`config.mk`:
```
export PLATFORM = sky130hd
export DESIGN_NAME = sysex_message_parser_unit
export DESIGN_NICKNAME = d
export VERILOG_FILES = /design/src/rtl/sxp_pkg.sv /design/src/rtl/sxp_fifo.sv /design/src/rtl/sxp_front.sv /design/src/rtl/sxp_back.sv /design/src/rtl/sysex_message_parser_unit.sv
export SDC_FILE = /design/constraint.sdc
export NUM_CORES = 1
export LEC_CHECK = 0
export ABC_CLOCK_PERIOD_IN_PS = 12000
export BUFFER_PORTS_ARGS = -buffer_cell sky130_fd_sc_hd__buf_2
export CELL_PAD_IN_SITES_DETAIL_PLACEMENT = 0
export CELL_PAD_IN_SITES_GLOBAL_PLACEMENT = 1
export CORE_MARGIN = 3
export CORE_UTILIZATION = 49
export CTS_BUF_LIST = sky130_fd_sc_hd__clkbuf_4 sky130_fd_sc_hd__clkbuf_8 sky130_fd_sc_hd__clkbuf_16
export DETAILED_ROUTE_END_ITERATION = 6
export GPL_TIMING_DRIVEN = 0
export PLACE_DENSITY_LB_ADDON = 0.05
export SYNTH_ARGS = -nofsm -noshare
export SYNTH_HDL_FRONTEND = slang
export SYNTH_SLANG_ARGS = --single-unit
```
`constraint.sdc`:
```
create_clock -name clk -period 12 [get_ports clk]
set_input_delay 2.4 -clock clk [delete_from_list [all_inputs] [get_ports clk]]
set_output_delay 2.4 -clock clk [all_outputs]
set_load 0.01 [all_outputs]
```
`src/rtl/sxp_pkg.sv`:
```
// Shared types and constants of the SysEx message parser.
// Item structs for the frame, result and internal queue sides.
// No dependencies.
`default_nettype none

package sxp_pkg;

  // Frame markers and body layout.
  localparam logic [7:0] FRAME_BEGIN    = 8'hF0;
  localparam logic [7:0] FRAME_END_BYTE = 8'hF7;
  localparam logic [3:0] POS_CMD        = 4'd3;
  localparam logic [3:0] POS_PAYLOAD    = 4'd4;
  localparam logic [3:0] POS_MAX        = 4'd15;
  localparam int         PAYLOAD_DEPTH  = 5;
  localparam logic [3:0] NAME_START     = 4'd3;
  localparam logic [3:0] LEN_FULL       = 4'd5;
  localparam logic [3:0] LEN_TRACK      = 4'd3;
  localparam logic [6:0] MASK7          = 7'h7F;

  // Configuration register indexes.
  typedef enum logic [2:0] {
    REG_TAG_FIRST   = 3'd0,
    REG_TAG_SECOND  = 3'd1,
    REG_TAG_THIRD   = 3'd2,
    REG_CODE_SEED   = 3'd3,
    REG_CODE_DUMP   = 3'd4,
    REG_CODE_GLOBAL = 3'd5,
    REG_CODE_TRACK  = 3'd6
  } cfg_reg_t;

  // Configuration reset values.
  localparam logic [7:0] RST_TAG         = 8'd0;
  localparam logic [7:0] RST_CODE_SEED   = 8'd0;
  localparam logic [7:0] RST_CODE_DUMP   = 8'd1;
  localparam logic [7:0] RST_CODE_GLOBAL = 8'd2;
  localparam logic [7:0] RST_CODE_TRACK  = 8'd3;

  // Result kinds.
  typedef enum logic [2:0] {
    KIND_NONE    = 3'd0,
    KIND_SEED    = 3'd1,
    KIND_DUMP    = 3'd2,
    KIND_GLOBALS = 3'd3,
    KIND_TRACK   = 3'd4,
    KIND_NAME    = 3'd5
  } kind_t;

  typedef struct packed {
    logic [7:0] tag_byte_first;
    logic [7:0] tag_byte_second;
    logic [7:0] tag_byte_third;
    logic [7:0] code_seed;
    logic [7:0] code_dump_begin;
    logic [7:0] code_globals;
    logic [7:0] code_track_engine;
  } cfg_t;

  typedef struct packed {
    logic [7:0] frame_byte;
    logic       frame_end;
  } frame_item_t;

  typedef struct packed {
    kind_t       kind;
    logic [31:0] seed_value;
    logic [7:0]  patch_mode;
    logic [13:0] tempo_bpm;
    logic [7:0]  tonic_value;
    logic [7:0]  scale_number;
    logic [7:0]  track_number;
    logic [7:0]  extra_byte_a;
    logic [7:0]  extra_byte_b;
    logic [7:0]  name_byte;
    logic        last_result;
  } result_item_t;

  // What the front hands to the back for one frame byte.
  typedef struct packed {
    logic                                 name_valid;
    logic [7:0]                           name_byte;
    logic                                 final_valid;
    kind_t                                kind;
    logic [PAYLOAD_DEPTH-1:0][7:0]        payload;
  } entry_t;

endpackage

`default_nettype wire

```
`src/rtl/sxp_fifo.sv`:
```
// Small first-in first-out queue of registers with show-ahead read.
// Generic in width and depth; no package dependency.
`default_nettype none

module sxp_fifo #(
  parameter int WIDTH = 8,
  parameter int DEPTH = 4
) (
  input  wire logic             clk,
  input  wire logic             rst,
  input  wire logic             wr_en,
  input  wire logic [WIDTH-1:0] wr_data,
  input  wire logic             rd_en,
  output logic      [WIDTH-1:0] rd_data,
  output logic                  full,
  output logic                  empty
);

  localparam int PTR_W = $clog2(DEPTH);
  localparam int CNT_W = $clog2(DEPTH + 1);

  logic [WIDTH-1:0] slots [DEPTH];
  logic [PTR_W-1:0] wr_ptr;
  logic [PTR_W-1:0] rd_ptr;
  logic [CNT_W-1:0] count;
  logic             do_wr;
  logic             do_rd;

  assign full    = (count == CNT_W'(DEPTH));
  assign empty   = (count == '0);
  assign do_wr   = wr_en && !full;
  assign do_rd   = rd_en && !empty;
  assign rd_data = slots[rd_ptr];

  // Pointer and fill count.
  always_ff @(posedge clk) begin
    if (rst) begin
      wr_ptr <= '0;
      rd_ptr <= '0;
      count  <= '0;
    end else begin
      if (do_wr) begin
        wr_ptr <= (wr_ptr == PTR_W'(DEPTH - 1)) ? '0 : wr_ptr + 1'b1;
      end
      if (do_rd) begin
        rd_ptr <= (rd_ptr == PTR_W'(DEPTH - 1)) ? '0 : rd_ptr + 1'b1;
      end
      if (do_wr && !do_rd) begin
        count <= count + 1'b1;
      end else if (do_rd && !do_wr) begin
        count <= count - 1'b1;
      end
    end
  end

  // Storage.
  always_ff @(posedge clk) begin
    if (do_wr) begin
      slots[wr_ptr] <= wr_data;
    end
  end

endmodule

`default_nettype wire

```
`src/rtl/sxp_front.sv`:
```
// Front end: tracks the frame position, checks the tag, stores the payload
// and classifies each byte into a queue entry. Depends on sxp_pkg.
`default_nettype none

module sxp_front
  import sxp_pkg::*;
(
  input  wire logic        clk,
  input  wire logic        rst,
  input  wire cfg_t        cfg,
  input  wire logic        item_valid,
  input  wire frame_item_t item,
  output logic             entry_push,
  output entry_t           entry
);

  logic       at_start;
  logic [3:0] body_pos;
  logic       tag_ok;
  logic [7:0] cmd;
  logic [7:0] store [PAYLOAD_DEPTH];
  logic       name_done;

  logic       is_body;
  logic       in_payload;
  logic [3:0] pay_idx;
  logic [7:0] want;
  logic       tag_ok_next;
  logic [7:0] cmd_next;
  logic [3:0] body_pos_next;
  logic       name_hit;
  logic       emit_name;
  logic [3:0] plen;
  logic [PAYLOAD_DEPTH-1:0][7:0] pay;
  kind_t      kind;

  // Expected tag byte for the current body position.
  always_comb begin
    unique case (body_pos)
      4'd0:    want = cfg.tag_byte_first;
      4'd1:    want = cfg.tag_byte_second;
      default: want = cfg.tag_byte_third;
    endcase
  end

  // Per-byte update of the frame state.
  always_comb begin
    is_body = !((at_start && item.frame_byte == FRAME_BEGIN) ||
                (item.frame_end && item.frame_byte == FRAME_END_BYTE));
    in_payload = (body_pos >= POS_PAYLOAD);
    pay_idx    = body_pos - POS_PAYLOAD;
    tag_ok_next = tag_ok &&
                  !(is_body && body_pos < POS_CMD && item.frame_byte != want);
    cmd_next = (is_body && body_pos == POS_CMD) ? item.frame_byte : cmd;
    body_pos_next = (is_body && body_pos != POS_MAX) ? body_pos + 4'd1 : body_pos;
    name_hit  = is_body && in_payload && pay_idx >= NAME_START && tag_ok &&
                cmd == cfg.code_track_engine && !name_done;
    emit_name = name_hit && item.frame_byte != 8'd0;
  end

  // Payload as it stands after this byte, with the current byte forwarded.
  always_comb begin
    for (int i = 0; i < PAYLOAD_DEPTH; i++) begin
      pay[i] = (is_body && in_payload && pay_idx == 4'(i)) ? item.frame_byte
                                                            : store[i];
    end
  end

  // Message classification at frame end; code order decides on equal codes.
  always_comb begin
    plen = body_pos_next - POS_PAYLOAD;
    kind = KIND_NONE;
    if (tag_ok_next && body_pos_next >= POS_PAYLOAD) begin
      priority if (cmd_next == cfg.code_seed) begin
        if (plen >= LEN_FULL) kind = KIND_SEED;
      end else if (cmd_next == cfg.code_dump_begin) begin
        if (plen == 4'd0) kind = KIND_DUMP;
      end else if (cmd_next == cfg.code_globals) begin
        if (plen >= LEN_FULL) kind = KIND_GLOBALS;
      end else if (cmd_next == cfg.code_track_engine) begin
        if (plen >= LEN_TRACK) kind = KIND_TRACK;
      end else begin
        kind = KIND_NONE;
      end
    end
  end

  // Queue entry for this byte.
  always_comb begin
    entry.name_valid  = emit_name;
    entry.name_byte   = item.frame_byte;
    entry.final_valid = item.frame_end;
    entry.kind        = kind;
    entry.payload     = pay;
    entry_push        = item_valid && (emit_name || item.frame_end);
  end

  // Frame state registers; cleared at each frame end.
  always_ff @(posedge clk) begin
    if (rst) begin
      at_start  <= 1'b1;
      body_pos  <= '0;
      tag_ok    <= 1'b1;
      cmd       <= '0;
      name_done <= 1'b0;
    end else if (item_valid) begin
      if (item.frame_end) begin
        at_start  <= 1'b1;
        body_pos  <= '0;
        tag_ok    <= 1'b1;
        cmd       <= '0;
        name_done <= 1'b0;
      end else begin
        at_start  <= 1'b0;
        body_pos  <= body_pos_next;
        tag_ok    <= tag_ok_next;
        cmd       <= cmd_next;
        name_done <= name_done || (name_hit && item.frame_byte == 8'd0);
      end
    end
  end

  // Payload store keeps its contents across frames.
  always_ff @(posedge clk) begin
    if (item_valid && is_body && in_payload && pay_idx < 4'(PAYLOAD_DEPTH)) begin
      store[pay_idx[2:0]] <= item.frame_byte;
    end
  end

endmodule

`default_nettype wire

```
`src/rtl/sxp_back.sv`:
```
// Back end: expands each queue entry into one or two result items and
// formats the message fields into the output register. Depends on sxp_pkg.
`default_nettype none

module sxp_back
  import sxp_pkg::*;
(
  input  wire logic   clk,
  input  wire logic   rst,
  input  wire entry_t head,
  input  wire logic   head_valid,
  output logic        head_pop,
  output logic        empty,
  input  wire logic   pop,
  output result_item_t result_item
);

  logic         res_valid;
  result_item_t res;
  logic         name_phase;

  logic         load;
  logic         take_name;
  result_item_t res_next;

  assign empty       = !res_valid;
  assign result_item = res;

  // Choose the next result from the head entry.
  always_comb begin
    load      = !res_valid || pop;
    take_name = head.name_valid && !name_phase;
    head_pop  = load && head_valid && !(take_name && head.final_valid);
    res_next  = '0;
    if (take_name) begin
      res_next.kind        = KIND_NAME;
      res_next.name_byte   = head.name_byte;
      res_next.last_result = !head.final_valid;
    end else begin
      res_next.kind        = head.kind;
      res_next.last_result = 1'b1;
      unique case (head.kind)
        KIND_SEED: begin
          res_next.seed_value = {head.payload[4][3:0], head.payload[3][6:0],
                                 head.payload[2][6:0], head.payload[1][6:0],
                                 head.payload[0][6:0]};
        end
        KIND_GLOBALS: begin
          res_next.patch_mode   = head.payload[0];
          res_next.tempo_bpm    = {head.payload[2][6:0] & MASK7,
                                   head.payload[1][6:0] & MASK7};
          res_next.tonic_value  = head.payload[3];
          res_next.scale_number = head.payload[4];
        end
        KIND_TRACK: begin
          res_next.track_number = head.payload[0];
          res_next.extra_byte_a = head.payload[1];
          res_next.extra_byte_b = head.payload[2];
        end
        default: begin
        end
      endcase
    end
  end

  // Output register and name phase.
  always_ff @(posedge clk) begin
    if (rst) begin
      res_valid  <= 1'b0;
      name_phase <= 1'b0;
    end else if (load) begin
      res_valid <= head_valid;
      if (head_valid) begin
        name_phase <= take_name && head.final_valid;
      end
    end
  end

  // Result payload.
  always_ff @(posedge clk) begin
    if (load && head_valid) begin
      res <= res_next;
    end
  end

endmodule

`default_nettype wire

```
`src/rtl/sysex_message_parser_unit.sv`:
```
// SysEx message parser: one frame byte per item, results through a queue port.
// A result passes through the internal queue and then the result register.
// Throughput: one item per cycle while the queue is not full; a frame-end byte
// that also sends a name byte gives two results in turn from the single result register.
// Reset clears frame state, queues and registers to defaults; the payload
// store is not cleared. Depends on sxp_pkg, sxp_front, sxp_fifo, sxp_back.
`default_nettype none

module sysex_message_parser_unit
  import sxp_pkg::*;
#(
  parameter int QUEUE_DEPTH = 4
) (
  input  wire logic         clk,
  input  wire logic         rst,
  input  wire logic         push,
  output logic              full,
  input  wire frame_item_t  frame_item,
  output logic              empty,
  input  wire logic         pop,
  output result_item_t      result_item,
  input  wire logic         cfg_valid,
  output logic              cfg_ready,
  input  wire logic [2:0]   cfg_index,
  input  wire logic [7:0]   cfg_data
);

  cfg_t   cfg;
  logic   accept;
  logic   entry_push;
  entry_t entry;
  entry_t head;
  logic   q_full;
  logic   q_empty;
  logic   head_pop;

  assign cfg_ready = 1'b1;
  assign full      = q_full;
  assign accept    = push && !q_full;

  // Configuration registers.
  always_ff @(posedge clk) begin
    if (rst) begin
      cfg.tag_byte_first    <= RST_TAG;
      cfg.tag_byte_second   <= RST_TAG;
      cfg.tag_byte_third    <= RST_TAG;
      cfg.code_seed         <= RST_CODE_SEED;
      cfg.code_dump_begin   <= RST_CODE_DUMP;
      cfg.code_globals      <= RST_CODE_GLOBAL;
      cfg.code_track_engine <= RST_CODE_TRACK;
    end else if (cfg_valid && cfg_ready) begin
      unique case (cfg_index)
        REG_TAG_FIRST:   cfg.tag_byte_first    <= cfg_data;
        REG_TAG_SECOND:  cfg.tag_byte_second   <= cfg_data;
        REG_TAG_THIRD:   cfg.tag_byte_third    <= cfg_data;
        REG_CODE_SEED:   cfg.code_seed         <= cfg_data;
        REG_CODE_DUMP:   cfg.code_dump_begin   <= cfg_data;
        REG_CODE_GLOBAL: cfg.code_globals      <= cfg_data;
        REG_CODE_TRACK:  cfg.code_track_engine <= cfg_data;
        default: begin
        end
      endcase
    end
  end

  // Front end: classification.
  sxp_front u_front (
    .clk        (clk),
    .rst        (rst),
    .cfg        (cfg),
    .item_valid (accept),
    .item       (frame_item),
    .entry_push (entry_push),
    .entry      (entry)
  );

  // Queue between front and back.
  sxp_fifo #(
    .WIDTH ($bits(entry_t)),
    .DEPTH (QUEUE_DEPTH)
  ) u_queue (
    .clk     (clk),
    .rst     (rst),
    .wr_en   (entry_push),
    .wr_data (entry),
    .rd_en   (head_pop),
    .rd_data (head),
    .full    (q_full),
    .empty   (q_empty)
  );

  // Back end: result formatting.
  sxp_back u_back (
    .clk         (clk),
    .rst         (rst),
    .head        (head),
    .head_valid  (!q_empty),
    .head_pop    (head_pop),
    .empty       (empty),
    .pop         (pop),
    .result_item (result_item)
  );

  // A name result never carries a zero character.
  a_name_nonzero: assert property (@(posedge clk) disable iff (rst)
    (!empty && result_item.kind == KIND_NAME) |-> (result_item.name_byte != 8'd0))
    else $error("name result with zero character");

  // Every message result closes the results of its byte.
  a_msg_last: assert property (@(posedge clk) disable iff (rst)
    (!empty && result_item.kind != KIND_NAME) |-> result_item.last_result)
    else $error("message result not marked last");

  // The internal queue is never both full and empty.
  a_queue_sane: assert property (@(posedge clk) disable iff (rst)
    !(q_full && q_empty))
    else $error("queue full and empty at once");

  // A pop from an empty queue never happens.
  a_no_underflow: assert property (@(posedge clk) disable iff (rst)
    head_pop |-> !q_empty)
    else $error("queue read while empty");

endmodule

`default_nettype wire

```
# Word level (Yosys, flattened, before mapping)
# Memory sizes are Yosys's and may differ from the RTL's. A register that Yosys moved wholly into a read port is not among the register bits.
# Index checks and enable logic that the tools add are counted.
# word_totals
ff_bits,186
ramBits,252
inputBits,25
output_inout_bits,109
elab_cells,174
n_memories,2
# classes
addsub,7
n_lt_le_gt_ge,7
eq_ne,27
mux,32
bitwise,4
reduce_logical,67
# mem_list
name,words,width,read_ports,rd_ports_with_merged_regs,wr,line,rtl
u_queue.slots,4,53,1,1,1,sxp_fifo.sv:22,logic [WIDTH-1:0] slots [DEPTH];
u_front.store,5,8,5,0,1,sxp_front.sv:21,logic [7:0] store [PAYLOAD_DEPTH];
# op_table
op,n
2-to-1 mux 8 bit,7
== test 8 bit,5
logical AND 1 bit,33
2-to-1 mux 3 bit,8
== test 8 bit (second input constant),2
case mux 8 bit (2 select lines),1
AND reduction 2 bit,8
== test 3 bit (second input constant),5
== test 4 x 2 -> 1 bit (second input constant),3
>= comparator 4 x 3 -> 1 bit (second input constant),3
logical NOT 4 bit,3
2-to-1 mux 2 bit,6
logical NOT 1 bit,11
== test 3 x 2 -> 1 bit (second input constant),3
== test 4 x 1 -> 1 bit (second input constant),2
>= comparator 4 x 2 -> 1 bit (second input constant),2
logical NOT 8 bit,1
2-to-1 mux 1 bit,8
2-to-1 mux 4 bit,2
inequality test 8 bit,1
nonzero test 8 bit,1
subtractor 4 x 3 -> 4 bit (second input constant),2
== test 3 x 1 -> 1 bit (second input constant),2
logical NOT 3 bit,2
other kinds (13),23

# Logic depth before layout (Yosys ltp)
# Gate-level depths: netlist (run 1).
# logic_depth
word_depth,17
depth_mapped,16
ltp_nobuf,14

# Modules after synthesis
# Synthesis (run 1) repeated with hierarchy kept, for this count alone.
# unflattened
hier_cells,1160
area_unflattened_um2,18242.5
# modules_own_cells
module,instances,cells_each,area_each_um2
sxp_fifo,1,327,8152.8
sxp_back,1,242,4103.9
sxp_front,1,384,3721.1
sysex_message_parser_unit,1,207,2264.7

# Worst setup path before layout (run 1)
# OpenSTA, ideal clock, no wires.
# synth_timing
kind,input to register
startpoint,input port pop
endpoint,register u_queue.count[2]
setup_ns,0.070
arrival_time_ns,9.716
setup_slack_ns,2.214
path_stages,9
n_path_buf,0
cell_sequence,inv_1 > a21oi_1 > nand2_1 > ha_1 > inv_1 > fa_1 > xor2_1 > or3_1 > a21oi_1
# synth_between
elab_chain_cells,7
# synth_rtl
item,line,rtl
"start, declared",sysex_message_parser_unit.sv:20,"input wire logic pop,"
logical OR 1 bit (*),sxp_back.sv:31,load = !res_valid || pop;
logical AND 1 bit (*) (2 in series),sxp_back.sv:33,head_pop = load && head_valid && !(take_name && head.final_valid);
logical AND 1 bit (*),sxp_fifo.sv:32,assign do_rd = rd_en && !empty;
logical NOT 1 bit,sxp_fifo.sv:48,if (do_wr && !do_rd) begin
logical AND 1 bit,sxp_fifo.sv:48,
2-to-1 mux 3 bit or nonzero test 2 bit (tied branches),n/a,
"end signal, assigned",sxp_fifo.sv:49,count <= count + 1'b1;
"end signal, assigned",sxp_fifo.sv:51,count <= count - 1'b1;
"end, declared",sxp_fifo.sv:25,logic [CNT_W-1:0] count;
# Every way passes the cells marked *; elsewhere a longest branch is shown, timed or not.
# A chain may end at the register's enable or synchronous reset.

==> metrics.csv, run 1 <==
stage,metric,value,unit
outcome,status,finished clean,
worst_setup_path,cp-end-kind,flip-flop,
cts,post_cts_buffers,0,
floorplanning,dieArea,38400,um2
cts,clock-root-buffer,clkbuf_16,
worst_setup_path,arrival,6.27,ns
cts,insertion_delay,0.56,ns
logic_synthesis,synth_mux_area_share,9.65,%
cts,cts.sinks,440,
global_route,grt-ovfl-total,0,
global_route,grt_usage,19.6,%
floorplanning,die_x,196,um
logic_synthesis,synth_seq_cells,440,
placement,place_congestion,0.835,
power,pwr-share-clk,32.7,%
floorplanning,start_util,50.4,%
drt,wl_per_cell,20.5,um
logic_synthesis,synth_area,17700,um2
power,worst_ir_drop_vdd,0.000163,V
worst_setup_path,cp_max_fo,10,
drt,remaining_drc_errors,0,
worst_setup_path,rr_startpoint,u_front.body_pos[2]$_SDFFE_PP0P_,
run,maxCapViolCount,0,
global_route,antenna_found_initial,0,
logic_synthesis,synth_flop_cell,edfxtp_1,
cts,cts-hold-fix-buffers,0,
power,power_density,205,nW/um2
logic_synthesis,ys.warnings.count,0,
worst_setup_path,cp-start-kind,input pin,
worst_setup_path,critPathKind,input pin to flip-flop,
logic_synthesis,async_flop_share,0,%
cts,cts_resized,0,
power,seq_power_share,47.7,%
drt,routed-via-count,9855,
logic_synthesis,ys_seq_area_share,70.1,%
timing,clock_skew,0.0275,ns
worst_setup_path,crit_start,frame_item[7],
power,power.leakage,0.00715,uW
finish,syn2layout_area_growth,15.7,%
timing,slew-limit-headroom,15.3,%
logic_synthesis,syn_inst,1172,
logic_synthesis,synth_xor_xnor_area_share,2.33,%
logic_synthesis,synth_edf_count,358,
drt,ant_nets,0,
drt,drt-pass1-iter-count,5,
finish,nets,1398,
logic_synthesis,avgSynthCellArea,15.1,um2
finish,antenna_cells,0,
logic_synthesis,synth_compound_area_share,3.96,%
logic_synthesis,synth_fp_nets,1217,
timing,min_period,5.92,ns
drt,routed_wirelength,37800,um
logic_synthesis,synth_fa_ha_area_share,1.46,%
logic_synthesis,ys_types,53,
placement,place_hpwl,25000,um
cts,cts_tree,built,
global_route,grt_max_degree,54,
floorplanning,die_y,196,um
global_route,grt_pass1_wl,58300,um
power,sw_frac_of_total,26.6,%
power,intPower,3070,uW
hold_path,hold_path_class,flip-flop to flip-flop,
logic_synthesis,post_synth_and_or_nand_nor_area_fraction,10.8,%
floorplanning,ios,134,
drt,vias_per_cell,5.35,
timing,rsz0062_at_grt,false,
power,comb_power_share,19.6,%
timing,finalSetupViolCount,0,
floorplanning,rows,68,
cts,cts_max_path_buffers,3,
timing,report.final.slew_viol_count,0,
hold_path,hold_path_startpoint,cfg[54]$_SDFFE_PP0P_,
cts,h-tree-depth,2,
global_route,first_global_vias,9687,
timing,hold_viol,0,
placement,dp.cells,1761,
drt,drtIter0Drc,498,
logic_synthesis,synth_top_family_by_area,simple AND/OR/NAND/NOR gates,
floorplanning,fp.coreArea,35100,um2
worst_setup_path,cp.required,12.35,ns
timing,max_freq,169,MHz
finish,final_cells,1842,
finish,fillers,2852,
finish,drive_above_1_share,23.6,%
power,switchingPower,1110,uW
timing,tightest_slew,1.26,ns
cts,numCtsBuffers,45,
cts,clkTransAtPathRegs,0.06,ns
timing,hold_ws,0.454,ns
timing,finalCritPeriodShare,49.3,%
placement,port_buffers,131,
-- metrics by stage --
step	utilization, %	setup TNS, ns	setup WS (ns)	area (um2)	power [uW]
floorplan	-	0	2.21	17700	2550
global placement	53.9	-1.33	-0.584	18900	2880
detailed placement	54.1	0	5.56	19000	2870
CTS	58.3	0	6.10	20400	4240
global route	58.3	0	5.81	20400	4380
finish	58.3	0	6.08	20400	4180
-- cell usage after synthesis, types with 5 or more instances --
cell type | number | area share (%)
nor2b_1 | 45 | 1.6
nand4_1 | 8 | 0.28
buf_1 | 7 | 0.15
nor3_1 | 16 | 0.45
o21ai_0 | 8 | 0.23
nand3b_1 | 6 | 0.25
nor4_1 | 8 | 0.28
a21oi_1 | 71 | 2.0
xor2_1 | 21 | 1.0
edfxtp_1 | 358 | 61
inv_1 | 17 | 0.36
ha_1 | 19 | 1.3
mux2i_1 | 5 | 0.28
a22oi_1 | 16 | 0.68
mux2_2 | 41 | 2.6
nor2_1 | 41 | 0.87
dfxtp_1 | 82 | 9.3
clkbuf_1 | 39 | 0.83
nand2b_1 | 6 | 0.21
and2_1 | 69 | 2.4
mux4_2 | 53 | 6.8
xnor2_1 | 26 | 1.3
nand3_1 | 21 | 0.59
nand2_1 | 137 | 2.9
a22o_1 | 8 | 0.40
-- kinds of logic after synthesis --
kind of cell / after synthesis
other: 1
and+or+nand+nor: 377
AOI/OAI and AO/OA: 117
DFF: 440
muxes: 99
xor gates and xnor gates: 47
buffers and inverters: 71
adders and majority gates: 20
-- per-layer routing --
layer,wire [um],global-route usage (%),vias to the layer above
met5,0,0,-
met4,857,5.55,0
li1,-,-,4711
met1,16700,26.7,4856
met2,18500,33.0,229
met3,1770,3.37,59
-- worst max-delay path, cell delays in order --
cell and delay, ns:
buf_2 0.26, buf_1 0.58, nand4_1 0.27, a211o_1 0.35, buf_6 0.15, nand2_1 0.17, nor4_1 0.09, xnor2_1 0.36
inv_1 0.14, ha_1 0.33, a21oi_1 0.05, or4_1 0.46, or3_1 0.36, a21oi_1 0.29
-- sequential cells by signal, summed over array words and instances (netlist names), 2 cells and up, named ones only --
name / count
u_queue.slots: 212
u_back.result_item: 106
cfg: 56
u_front.store: 40
u_front.cmd: 8
u_front.body_pos: 4
u_queue.count: 3
u_queue.rd_ptr: 2
u_queue.wr_ptr: 2
-- power by group through the flow --
stage	registers [uW]	clock network, uW	logic, uW
after floorplan	2170	0	374
after global placement	2080	0	798
after detailed placement	2030	0	842
after CTS	2000	1400	844
after global routing	2020	1470	894
final	1990	1370	821
-- cell type report --
cell class | instances | area [um2] | share of cell area (%)
clock buffers | 68 | 1320 | 6.48
inverters | 17 | 63.8 | 0.312
clock inverters | 13 | 133 | 0.649
well taps | 455 | 569 | 2.79
plain buffers | 54 | 233 | 1.14
repair buffers | 134 | 716 | 3.50
multi-input cells | 661 | 5010 | 24.5
flip-flops and latches | 440 | 12400 | 60.6
-- placed cells by master (no fill, tap or decap), types with 26 or more instances in the layout --
master / synthesis / routed
edfxtp_1: 358 / 358
xnor2_1: 26 / 26
mux4_2: 53 / 53
nor2_1: 41 / 41
nor2b_1: 45 / 45
a21oi_1: 71 / 70
clkbuf_16: 0 / 45
clkbuf_1: 39 / 39
mux2_2: 41 / 41
and2_1: 69 / 65
dfxtp_1: 82 / 82
nand2_1: 137 / 137
buf_2: 1 / 132
-- path summary, 6_finish.rpt --
| path | end | slack, ns | cells past startpoint |
|---|---|---|---|
| setup reg to reg | u_queue.count[2]$_SDFFE_PP0P_ | 8.00 | 14 |
| setup / recovery | u_queue.slots[1][41]$_DFFE_PP_ | 6.08 | 14 |
| hold reg to reg | cfg[54]$_SDFFE_PP0P_ | 0.45 | 2 |
| hold / removal | cfg[54]$_SDFFE_PP0P_ | 0.45 | 2 |
(Power assumes the default switching activity.)
==> run 2: changes to the inputs <==
--- a/config.mk
+++ b/config.mk
@@ -5,12 +5,13 @@
 export SDC_FILE = /design/constraint.sdc
 export NUM_CORES = 1
 export LEC_CHECK = 0
-export ABC_CLOCK_PERIOD_IN_PS = 12000
+export ABC_AREA = 1
+export ABC_CLOCK_PERIOD_IN_PS = 6120
 export BUFFER_PORTS_ARGS = -buffer_cell sky130_fd_sc_hd__buf_2
 export CELL_PAD_IN_SITES_DETAIL_PLACEMENT = 0
 export CELL_PAD_IN_SITES_GLOBAL_PLACEMENT = 1
 export CORE_MARGIN = 3
-export CORE_UTILIZATION = 49
+export CORE_UTILIZATION = 48
 export CTS_BUF_LIST = sky130_fd_sc_hd__clkbuf_4 sky130_fd_sc_hd__clkbuf_8 sky130_fd_sc_hd__clkbuf_16
 export DETAILED_ROUTE_END_ITERATION = 6
 export GPL_TIMING_DRIVEN = 0
==> constraint.sdc (replaced) <==
create_clock -name clk -period 6.12 [get_ports clk]
set_input_delay 1.224 -clock clk [delete_from_list [all_inputs] [get_ports clk]]
set_output_delay 1.224 -clock clk [all_outputs]
set_load 0.01 [all_outputs]
==> metrics.csv, run 2 <==
stage,metric,value,unit,change
timing,clock_skew,0.0185,ns,-0.00907 ns
timing,max_freq,248,MHz,
logic_synthesis,synth_xor_xnor_area_share,0.488,%,-1.8 points
cts,cts-hold-fix-buffers,0,,unchanged
logic_synthesis,synth_top_area_share,59.9,%,-0.96 points
cts,post_cts_buffers,0,,unchanged
worst_setup_path,arrival,4.29,ns,-1.98 ns
floorplanning,fp.coreArea,36800,um2,+4.9%
finish,layout_commonest_cell,edfxtp_1,,
logic_synthesis,synth_common_cells,"edfxtp_1, nand2_1, nor2_1, o21ai_0, a21oi_1",,
worst_setup_path,cp.required,6.38,ns,-5.97 ns
logic_synthesis,ys_types,43,,-19%
drt,wl_per_cell,19.6,um,-4.4%
logic_synthesis,async_flop_share,0,%,unchanged
timing,slew-limit-headroom,30.9,%,+16 points
placement,place_area,19400,um2,+2.5%
finish,nets,1872,,+34%
finish,largest_reg_flops,212,,unchanged
floorplanning,ios,134,,unchanged
timing,hold_viol,0,,unchanged
cts,cts_resized,0,,unchanged
logic_synthesis,synth_fa_ha_area_share,1.44,%,-0.023 points
drt,drt-pass1-iter-count,7,,+2
logic_synthesis,synth_compound_area_share,9.16,%,+5.2 points
drt,routed_wirelength,45600,um,+21%
cts,cts.sinks,440,,unchanged
drt,vias_per_cell,5.36,,+0.20%
logic_synthesis,yosys.area.top_type,edfxtp_1,,
drt,ant_nets,0,,unchanged
cts,cts_tree,built,,
power,power_density,415,nW/um2,+100%
finish,layout_common_cells,"edfxtp_1, nand2_1, nor2_1",,
global_route,grt_pass1_wl,69100,um,+19%
drt,drtIter0Drc,1028,,+110%
power,finalPower,8680,uW,+110%
logic_synthesis,synth_flop_cell,edfxtp_1,,
placement,place_congestion,0.886,,+6.1%
cts,insertion_delay,0.58,ns,+0.02 ns
hold_path,hold_path_class,flip-flop to flip-flop,,
floorplanning,rows,70,,+2.9%
worst_setup_path,cp-start-kind,input pin,,
outcome,status,finished clean,,
floorplanning,dieArea,39800,um2,+3.6%
floorplanning,start_util,48.8,%,-1.6 points
logic_synthesis,syn_inst,1637,,+40%
logic_synthesis,synth_seq_cells,440,,unchanged
timing,finalSetupViolCount,0,,unchanged
worst_setup_path,cp-end-kind,flip-flop,,
worst_setup_path,critPathKind,input pin to flip-flop,,
global_route,first_global_vias,11800,,+22%
finish,drive_above_1_share,14.1,%,-9.6 points
logic_synthesis,synth_mux_area_share,0,%,-9.6 points
timing,report.final.slew_viol_count,0,,unchanged
timing,tightest_slew,1.03,ns,-0.231 ns
run,maxCapViolCount,0,,unchanged
cts,clkTransAtPathRegs,0.07,ns,about the same
logic_synthesis,ys.warnings.count,0,,unchanged
floorplanning,die_y,199,um,+1.8%
drt,remaining_drc_errors,0,,unchanged
timing,finalCritPeriodShare,65.9,%,
placement,place_hpwl,31500,um,+26%
timing,finalSetupTns,0,ns,unchanged
global_route,grt_max_degree,35,,-35%
finish,syn2layout_area_growth,16.4,%,
finish,top_register,u_queue.slots,,
logic_synthesis,synth_fp_nets,1682,,+38%
cts,h-tree-depth,2,,unchanged
finish,antenna_cells,0,,unchanged
power,power.leakage,0.00811,uW,+13%
logic_synthesis,synth_area,18000,um2,+1.6%
timing,min_period,4.03,ns,
cts,cts_max_path_buffers,3,,unchanged
global_route,antenna_found_initial,0,,unchanged
logic_synthesis,synth_edf_count,358,,unchanged
power,worst_ir_drop_vdd,0.000195,V,+20%
logic_synthesis,synthTopCellsByArea,"edfxtp_1, dfxtp_1, nand2_1, nor2_1, o21ai_0",,
cts,clock-root-buffer,clkbuf_16,,
placement,port_buffers,132,,+0.76%
logic_synthesis,synth_top_family_by_area,simple AND/OR/NAND/NOR gates,,
logic_synthesis,avgSynthCellArea,11.0,um2,-27%
finish,finalInstanceArea,20900,um2,+2.2%
global_route,grt-ovfl-total,0,,unchanged
logic_synthesis,ys_seq_area_share,69.0,%,-1.1 points
logic_synthesis,post_synth_and_or_nand_nor_area_fraction,16.2,%,+5.4 points
global_route,grt_usage,23.0,%,+3.4 points
floorplanning,die_x,199,um,+1.8%
worst_setup_path,cp_max_fo,28,,+18
drt,routed-via-count,12500,,+26%
cts,numCtsBuffers,45,,unchanged
logic_synthesis,yosysMostFrequentCell,edfxtp_1,,
timing,rsz0062_at_grt,false,,
## run 2: routing by layer
metal  up-vias  GRT usage (%)  part of all wire, %
li1       6042              -                    -
met1      5975           30.9                   43
met2       353           39.2                   49
met3        89           2.80                  4.9
met4         0           8.27                  3.2
met5         -              0                    0
## run 2: cell type report
cell class	count	area, um2
repair buffers	143	868
plain buffers	65	287
flip-flops and latches	440	12400
multi-input cells	1033	4950
inverters	99	372
fillers	3201	15900
well taps	468	586
clock buffers	59	1280
clock inverters	17	161
## run 2: path summary, 6_finish.rpt
| kind | startpoint | endpoint | slack (ns) | cells after the start |
|---|---|---|---|---|
| min | u_front.name_done$_SDFFE_PP0P_ | u_front.name_done$_SDFFE_PP0P_ | 0.47 | 2 |
| max | frame_item[4] | u_queue.slots[2][47]$_DFFE_PP_ | 2.09 | 12 |
| min reg2reg | u_front.name_done$_SDFFE_PP0P_ | u_front.name_done$_SDFFE_PP0P_ | 0.47 | 2 |
| max reg2reg | u_front.body_pos[3]$_SDFFE_PP0P_ | u_queue.slots[2][47]$_DFFE_PP_ | 2.62 | 12 |
## run 2: cells by family (layout without fill, tap and decap cells)
kind of cell | after synthesis | count (layout)
AOI/OAI and AO/OA | 287 | 287
xor gates and xnor gates | 10 | 10
adders and majority gates | 20 | 20
buffers and inverters | 164 | 383
DFF | 440 | 440
other | 1 | 1
and+or+nand+nor | 715 | 715
## run 2: worst max-delay path, stage by stage
cell and delay [ns]:
buf_2 0.33, inv_2 0.23, nand2_1 0.12, nand2_1 0.08, nand2_4 0.14, nand2_1 0.16, nor3_1 0.33, nand3_1 0.11
nand2_1 0.23, inv_1 0.24, nor2_4 0.74, buf_12 0.31
## run 2: metrics by stage
stage                     hold slack (ns)  utilization (%)  setup WS (ns)  std cells
final                               0.470             56.8           2.09       2324
after global routing                0.494             56.8           1.85       2324
after CTS                           0.474             56.8           2.06       2323
after detailed placement            0.465             52.9           1.46       2247
after global placement              0.454             52.2          -1.75       2237
after floorplan                     0.440                -          0.483       1637
## run 2: power by group
part / internal [uW] / switching [uW]
sequential: 3820 / 116
combinational: 641 / 1420
clock: 1560 / 1120
